$ cat config.mk
export PLATFORM = sky130hd
export DESIGN_NAME = button_gesture_detector
export DESIGN_NICKNAME = d
export VERILOG_FILES = /design/src/hw/rtl/bgd_pkg.sv /design/src/hw/rtl/button_gesture_detector.sv
export SDC_FILE = /design/constraint.sdc
export NUM_CORES = 2
export LEC_CHECK = 0
export BUFFER_PORTS_ARGS = -buffer_cell sky130_fd_sc_hd__buf_2
export CAP_MARGIN = 20
export CORE_MARGIN = 5
export CORE_UTILIZATION = 56
export CTS_CLUSTER_DIAMETER = 60
export CTS_CLUSTER_SIZE = 40
export DETAILED_ROUTE_END_ITERATION = 16
export HOLD_SLACK_MARGIN = 0.1
export PLACE_DENSITY = 0.72
export SETUP_SLACK_MARGIN = 0.4
export SLEW_MARGIN = 20
export SYNTH_ARGS = -nofsm -noshare
export SYNTH_HDL_FRONTEND = slang
export SYNTH_SLANG_ARGS = --single-unit
export TNS_END_PERCENT = 5
$ cat constraint.sdc
create_clock -name clk -period 30.2 [get_ports clk]
set_input_delay 3.02 -clock clk [delete_from_list [all_inputs] [get_ports clk]]
set_output_delay 3.02 -clock clk [all_outputs]
set_load 0.05 [all_outputs]
$ cat src/hw/rtl/bgd_pkg.sv
// ----------------------------------------------------------------------------
// bgd_pkg
// Types and constants for the button gesture detector: sample and result
// beats, per-button state entry, gesture codes and register indexes.
// ----------------------------------------------------------------------------
package bgd_pkg;

  localparam int NUM_BUTTONS_DEF = 3;
  localparam int MAX_BUTTONS     = 3;
  localparam int TW              = 48;
  localparam int MSW             = 16;
  localparam int USW             = 26;
  localparam int US_PER_MS       = 1000;

  localparam logic [2:0] REG_HOLD_TIMES   = 3'd0;
  localparam logic [2:0] REG_REPEAT_TIMES = 3'd1;
  localparam logic [2:0] REG_EXTRA_TIMES  = 3'd2;
  localparam logic [2:0] REG_DEB_WINDOW   = 3'd3;
  localparam logic [2:0] REG_FITTED_MASK  = 3'd4;

  localparam logic [TW-1:0]  HOLD_TIMES_RST   = 48'd2147581952500;
  localparam logic [TW-1:0]  REPEAT_TIMES_RST = 48'd773094113460;
  localparam logic [TW-1:0]  EXTRA_TIMES_RST  = 48'd327680000;
  localparam logic [MSW-1:0] DEB_WINDOW_RST   = 16'd30;
  localparam logic [2:0]     FITTED_MASK_RST  = 3'd7;

  typedef enum logic [2:0] {
    GEST_NONE   = 3'd0,
    GEST_TAP    = 3'd1,
    GEST_HOLD   = 3'd2,
    GEST_REPEAT = 3'd3,
    GEST_EXTRA  = 3'd4
  } gesture_t;

  typedef struct packed {
    logic [1:0]    button_index;
    logic          pressed;
    logic [TW-1:0] now_time;
  } sample_t;

  typedef struct packed {
    logic [1:0] button_id;
    gesture_t   gesture;
    logic       busy_res;
    logic       last;
  } result_t;

  typedef struct packed {
    logic          is_down;
    logic [TW-1:0] press_time;
    logic [TW-1:0] release_time;
    logic [TW-1:0] repeat_due;
    logic          hold_reported;
    logic          extra_reported;
  } entry_t;

endpackage

$ cat src/hw/rtl/button_gesture_detector.sv
// ----------------------------------------------------------------------------
// button_gesture_detector
// Path: an accepted sample is held in the stage 1 registers, then its result in the output register.
// Throughput: one sample per cycle while the output does not stall; a sample
// that yields two results holds the pipe until the output register's second beat is taken.
// Per-button state sits in a one-port-read, one-port-write memory; forwarding
// covers a write and a read of the same button at one edge.
// Reset: valid bits clear so all state reads as zero; registers take defaults.
// ----------------------------------------------------------------------------
module button_gesture_detector #(
  parameter int NUM_BUTTONS = bgd_pkg::NUM_BUTTONS_DEF
) (
  input  logic             clk,
  input  logic             rst,
  input  logic             sample_valid,
  output logic             sample_stall,
  input  bgd_pkg::sample_t sample,
  output logic             result_valid,
  input  logic             result_stall,
  output bgd_pkg::result_t result,
  input  logic             cfg_valid,
  output logic             cfg_ready,
  input  logic [2:0]       cfg_index,
  input  logic [47:0]      cfg_data
);

  localparam int AW = (NUM_BUTTONS > 1) ? $clog2(NUM_BUTTONS) : 1;
  localparam int IW = (AW > 2) ? AW : 2;

  logic [47:0] hold_times;
  logic [47:0] repeat_times;
  logic [47:0] extra_times;
  logic [15:0] deb_window;
  logic [2:0]  fitted_mask;

  function automatic logic [15:0] lane(input logic [47:0] r, input logic [1:0] i);
    logic [15:0] v;
    unique case (i)
      2'd0:    v = r[15:0];
      2'd1:    v = r[31:16];
      2'd2:    v = r[47:32];
      default: v = 16'd0;
    endcase
    return v;
  endfunction

  function automatic logic [bgd_pkg::USW-1:0] to_us(input logic [15:0] ms);
    return bgd_pkg::USW'(ms) * bgd_pkg::USW'(bgd_pkg::US_PER_MS);
  endfunction

  function automatic logic ge_us(input logic [47:0] now, input logic [47:0] t,
                                 input logic [bgd_pkg::USW-1:0] thr);
    logic [48:0] d;
    d = {1'b0, now} - {1'b0, t};
    return !d[48] && (d[47:0] >= 48'(thr));
  endfunction

  assign cfg_ready = 1'b1;

  always_ff @(posedge clk) begin
    if (rst) begin
      hold_times   <= bgd_pkg::HOLD_TIMES_RST;
      repeat_times <= bgd_pkg::REPEAT_TIMES_RST;
      extra_times  <= bgd_pkg::EXTRA_TIMES_RST;
      deb_window   <= bgd_pkg::DEB_WINDOW_RST;
      fitted_mask  <= bgd_pkg::FITTED_MASK_RST;
    end else if (cfg_valid) begin
      unique case (cfg_index)
        bgd_pkg::REG_HOLD_TIMES:   hold_times   <= cfg_data;
        bgd_pkg::REG_REPEAT_TIMES: repeat_times <= cfg_data;
        bgd_pkg::REG_EXTRA_TIMES:  extra_times  <= cfg_data;
        bgd_pkg::REG_DEB_WINDOW:   deb_window   <= cfg_data[15:0];
        bgd_pkg::REG_FITTED_MASK:  fitted_mask  <= cfg_data[2:0];
        default: ;
      endcase
    end
  end

  // stage 0: accept, select lanes, issue read
  logic          accept;
  logic [3:0]    fit4;
  logic          ok0;
  logic [IW-1:0] idx_w;
  logic [AW-1:0] addr0;

  assign accept = sample_valid && !sample_stall;
  assign fit4   = {1'b0, fitted_mask};
  assign ok0    = (sample.button_index != 2'd3) &&
                  (int'(sample.button_index) < NUM_BUTTONS) &&
                  fit4[sample.button_index];
  assign idx_w  = IW'(sample.button_index);
  assign addr0  = ok0 ? idx_w[AW-1:0] : '0;

  // stage 1 registers
  logic                      s1_valid;
  bgd_pkg::sample_t          s1_sample;
  logic                      s1_ok;
  logic [AW-1:0]             s1_addr;
  logic [bgd_pkg::USW-1:0]   s1_hold_us;
  logic [bgd_pkg::USW-1:0]   s1_rep_us;
  logic [bgd_pkg::USW-1:0]   s1_extra_us;
  logic [bgd_pkg::USW-1:0]   s1_deb_us;
  logic                      s1_fwd;
  logic                      rd_vld;
  bgd_pkg::entry_t           rd_entry;
  bgd_pkg::entry_t           fwd_entry;
  bgd_pkg::entry_t           cur;
  bgd_pkg::entry_t           entry_next;
  logic                      s1_adv;
  logic                      wr_en;

  bgd_pkg::entry_t mem [NUM_BUTTONS];
  logic [NUM_BUTTONS-1:0] vld;

  assign wr_en = s1_adv && s1_ok;

  always_ff @(posedge clk) begin
    if (rst) begin
      s1_valid <= 1'b0;
    end else if (accept) begin
      s1_valid <= 1'b1;
    end else if (s1_adv) begin
      s1_valid <= 1'b0;
    end
  end

  always_ff @(posedge clk) begin
    if (accept) begin
      s1_sample   <= sample;
      s1_ok       <= ok0;
      s1_addr     <= addr0;
      s1_hold_us  <= to_us(lane(hold_times, sample.button_index));
      s1_rep_us   <= to_us(lane(repeat_times, sample.button_index));
      s1_extra_us <= to_us(lane(extra_times, sample.button_index));
      s1_deb_us   <= to_us(deb_window);
      s1_fwd      <= wr_en && (s1_addr == addr0);
      rd_vld      <= vld[addr0];
      rd_entry    <= mem[addr0];
    end
    if (wr_en) begin
      fwd_entry <= entry_next;
    end
  end

  always_ff @(posedge clk) begin
    if (wr_en) begin
      mem[s1_addr] <= entry_next;
    end
  end

  always_ff @(posedge clk) begin
    if (rst) begin
      vld <= '0;
    end else if (wr_en) begin
      vld[s1_addr] <= 1'b1;
    end
  end

  // stage 1: read-modify-write
  bgd_pkg::gesture_t ga;
  bgd_pkg::gesture_t gb;
  logic              busy;
  logic              two;
  logic [48:0]       due_sum;
  logic [47:0]       due;
  logic [47:0]       now;

  assign now     = s1_sample.now_time;
  assign due_sum = {1'b0, now} + 49'(s1_rep_us);
  assign due     = due_sum[48] ? {48{1'b1}} : due_sum[47:0];

  always_comb begin
    cur        = s1_fwd ? fwd_entry : (rd_vld ? rd_entry : '0);
    entry_next = cur;
    ga         = bgd_pkg::GEST_NONE;
    gb         = bgd_pkg::GEST_NONE;
    busy       = 1'b0;
    if (s1_ok) begin
      priority if (s1_sample.pressed && !cur.is_down) begin
        busy = 1'b1;
        if (ge_us(now, cur.release_time, s1_deb_us)) begin
          entry_next.is_down        = 1'b1;
          entry_next.press_time     = now;
          entry_next.hold_reported  = 1'b0;
          entry_next.extra_reported = 1'b0;
          entry_next.repeat_due     = '0;
        end
      end else if (s1_sample.pressed) begin
        busy = 1'b1;
        if (s1_hold_us != '0 && !cur.hold_reported &&
            ge_us(now, cur.press_time, s1_hold_us)) begin
          entry_next.hold_reported = 1'b1;
          entry_next.repeat_due    = due;
          ga = bgd_pkg::GEST_HOLD;
        end else if (cur.hold_reported && s1_rep_us != '0 &&
                     now >= cur.repeat_due) begin
          entry_next.repeat_due = due;
          ga = bgd_pkg::GEST_REPEAT;
        end
        if (s1_extra_us != '0 && !cur.extra_reported &&
            ge_us(now, cur.press_time, s1_extra_us)) begin
          entry_next.extra_reported = 1'b1;
          gb = bgd_pkg::GEST_EXTRA;
        end
      end else if (cur.is_down) begin
        entry_next.is_down      = 1'b0;
        entry_next.release_time = now;
        if (!cur.hold_reported && ge_us(now, cur.press_time, s1_deb_us)) begin
          ga = bgd_pkg::GEST_TAP;
        end
      end else begin
      end
    end
    two = (ga != bgd_pkg::GEST_NONE) && (gb != bgd_pkg::GEST_NONE);
  end

  // output register with one pending second beat
  logic              pend;
  bgd_pkg::gesture_t pend_gest;

  assign s1_adv       = s1_valid && (!result_valid || (!result_stall && !pend));
  assign sample_stall = s1_valid && !s1_adv;

  always_ff @(posedge clk) begin
    if (rst) begin
      result_valid <= 1'b0;
      pend         <= 1'b0;
    end else if (s1_adv) begin
      result_valid <= 1'b1;
      pend         <= two;
    end else if (result_valid && !result_stall) begin
      if (pend) begin
        pend <= 1'b0;
      end else begin
        result_valid <= 1'b0;
      end
    end
  end

  always_ff @(posedge clk) begin
    if (s1_adv) begin
      result.button_id <= s1_sample.button_index;
      result.gesture   <= (ga != bgd_pkg::GEST_NONE) ? ga : gb;
      result.busy_res  <= busy;
      result.last      <= !two;
      pend_gest        <= gb;
    end else if (result_valid && !result_stall && pend) begin
      result.gesture <= pend_gest;
      result.last    <= 1'b1;
    end
  end

endmodule
==> key figures <==
Timing
  – Worst slew pin tran: 1.18 ns
  – Final-report max-slew violation count: 0
  – Post-route setup TNS: 0 ns
  – Period utilization: 32.0%
  – Setup violations, final: 0
  – Worst slew margin: 20.4%
  – Setup WS post-layout: 20.54 ns
  – Crit path time final: 9.66 ns
  – Final hold slack: 0.442 ns
  – Fmax achieved: 0.104 GHz
  – Unrepaired setup endpoints after global routing: false
  – Endpoints failing hold: 0
  – Layout Skew: 0.0495 ns

Clock tree
  – CTS buffer count: 87
  – Clk Latency, worst-skew pair: 0.70 ns
  – CTS Hold Buffers Added: 0
  – CTS sink cnt: 1060
  – Post-CTS resize count: 0
  – CTS tree: done
  – H-tree level count: 3
  – Clk buf depth: 3
  – Post-CTS setup buffer count: 0
  – CTS Root Cell: clkbuf_16
  – Clk slew on worst S/H paths: 0.07 ns

Synth
  – Yosys Warn Count: 0
  – Synthesized area: 61300 um^2
  – Sequential cell area fraction in the yosys report: 49.1%
  – Post-Syn Area per Cell: 11.3 um^2
  – Mapped Cells: 5408
  – Fraction of registers with async set or reset after synthesis: 0%
  – Main synth FF type: edfxtp_1
  – Post-synth EDFFs: 891
  – Flops & latches, synth: 1060
  – Synth cell types: 92
  – Syn_nets: 6201

Worst setup path
  – Crit path max-delay cell type: o21ai_0
  – Crit path top cell by count: fa_1
  – CP Cell Sequence: buf_2, buf_4, mux2i_1, o21ai_0, fa_1, inv_1, fa_1, fa_1, inv_1, fa_1, ha_1, a21oi_1, o21bai_1, a21oi_1, o21bai_1, a21oi_1, nor2b_1, o31ai_1, a2111oi_0, o21a_1, o21a_1, o41a_1, xor2_1
  – CP max FO: 33
  – Nature of the critical path endpoint: flop
  – Critical Path AT: 10.07 ns
  – Largest stage delay, worst path: 0.81 ns
  – Worst setup SP type: primary input
  – WP data required: 30.62 ns
  – Critical path class: primary input to flop

Route
  – Iteration-0 DRC Markers: 4206
  – Routed length per instance: 24.6 um
  – Vias: 43575
  – DRT Wirelength: 171000 um
  – Post-route ant nets: 0
  – Via density: 6.27
  – Residual DRC count: 0
  – First drt pass iteration count: 6

Place
  – Pre-CTS setup slack: 19.87 ns
  – Area of placed instances: 63400 um^2
  – Detail Placement HPWL: 122000 um
  – Placer Congestion: 1.00
  – Placed insts: 6785
  – Port Buffer Count: 115

Power
  – Max VDD drop: 58.9 uV
  – Total Power: 4.00 mW
  – Pwr dens: 60.0 nW/um^2
  – Pleak: 26.2 nW

GRT
  – First-pass GRT wire length: 259000 um
  – Gr usage total: 29.0%
  – Grt peak-use layer: met2
  – Met2 GRT Util: 47.0%
  – Largest net degree at the start of global routing: 109
  – GRT met1 Usage: 38.2%
  – Vias in the first global route: 42606
  – Grt met3 use: 4.35%
  – Initial antenna violation count: 6
  – Grt total ovfl: 0

Layout
  – Fin area: 66700 um^2
  – Syn-to-layout area delta: 8.68%
  – Share of layout cells above drive strength 1: 7.88%
  – Core Util, Final: 61.2%
  – Finished Layout Cells: 6952
  – Filler Cell Count: 8588
  – Fin nets: 6255

Floorplanning
  – Starting Density: 56.3%
  – Core area: 109000 um^2
  – Die Ht: 341 um
  – Top Ports: 117
  – Die area: 116000 um^2
  – Cell row count: 121
  – Horiz. Die Dim: 341 um

Min path
  – Hold Crit Class: flop to flop

Status
  – Status: finished clean

Job
  – Max cap viols: 0
==> layout by cell type, fill, tap and decap left out, types with 12 or more instances in the layout <==
master	n
ha_1	467
a21o_1	103
dfxtp_1	169
nor2_1	233
clkinv_8	12
a21oi_1	393
nor2b_1	43
a22oi_1	139
nand4_1	55
buf_2	116
xnor2_1	137
or3_1	14
o31ai_1	15
nand3_1	61
a31oi_1	20
and2_1	22
a211oi_1	22
o21a_1	51
nand2b_1	42
nor4_1	31
nor3_1	69
o2111ai_1	14
and3_1	31
clkbuf_16	88
o22ai_1	16
o21ai_0	316
buf_4	85
or2_2	14
mux2i_1	249
o211ai_1	36
nand3b_1	43
nand2_1	666
inv_1	303
o21bai_1	33
xor2_1	34
edfxtp_1	891
o22ai_2	19
inv_6	16
fa_1	219
==> cells in the mapped netlist (43+ instances only) <==
cell        n  share of area, %
inv_1     304               1.9
nand3b_1   43              0.53
nor2_1    235               1.4
o21ai_0   319               2.6
clkbuf_1  199               1.2
edfxtp_1  891                44
dfxtp_1   169               5.5
xnor2_1   137               2.0
fa_1      219               7.1
ha_1      467               9.5
a21o_1    103               1.3
nor2b_1    46              0.47
a21oi_1   394               3.2
mux2i_1   249               4.1
nand2b_1   43              0.44
nand4_1    55              0.56
nor3_1     70              0.57
nand3_1    61              0.50
o21a_1     51              0.62
a22oi_1   139               1.7
nand2_1   667               4.1
==> path summary, 6_finish.rpt <==
| kind | to | startpoint | slack, ns | depth (start not counted) |
|---|---|---|---|---|
| max reg2reg | mem[1][40]$_DFFE_PP_ | rd_vld$_DFFE_PP_ | 20.62 | 27 |
| max | s1_rep_us[24]$_DFFE_PP_ | sample[50] | 20.54 | 23 |
| min | result[6]$_DFFE_PP_ | s1_sample[50]$_DFFE_PP_ | 0.44 | 0 |
| min reg2reg | result[6]$_DFFE_PP_ | s1_sample[50]$_DFFE_PP_ | 0.44 | 0 |
==> critical path, delay by kind of cell <==
family / cells / cell delay [ns]
xor+xnor: 1 / 0.15
fa+ha+maj: 5 / 2.40
simple gates: 1 / 0.09
compound gates: 11 / 2.96
mux: 1 / 0.15
buf+inv: 4 / 1.24
==> power by group <==
group	switching [mW]	internal, mW
combinational	0.623	0.397
sequential	0.0496	1.70
clock	0.615	0.614
total	1.29	2.71
==> final cells by class <==
type	instances	area [um^2]	share of cell area, %
Multi-Input combinational cell	3806	29200	43.8
Inverter	305	1160	1.74
Antenna cell	4	10.0	0.0150
Sequential cell	1060	30100	45.2
Tap cell	1414	1770	2.65
Clock buffer	94	2240	3.37
Clock inverter	67	923	1.39
Timing Repair Buffer	202	1240	1.86
==> kinds of logic after synthesis <==
kind of cell,count (synthesis),synth area share (%)
buffers and inverters,542,3.44
multiplexers,253,4.14
XOR/XNOR,171,2.44
AO/OA/AOI/OAI,1318,13.8
AND/OR/NAND/NOR,1376,10.4
adder cells (fa/ha/maj),687,16.7
other,1,0.00611
flip-flops,1060,49.1
==> layer usage <==
layer	wire (um)	share of wire, %
met1	68200	40
met2	79100	46
met3	12800	7.5
met4	10800	6.3
met5	16	0.0094
==> state kept, by name, summed over array words and instances, names as in the netlist, 2 cells and up <==
name	cells
s1_deb_us	23
s1_sample	3
fitted_mask	3
deb_window	16
result	7
s1_rep_us	23
vld	3
s1_hold_us	23
repeat_times	48
now	48
hold_times	48
fwd_entry	147
mem	441
s1_addr	2
extra_times	48
s1_extra_us	23
rd_entry	147
(Power assumes the default switching activity.)
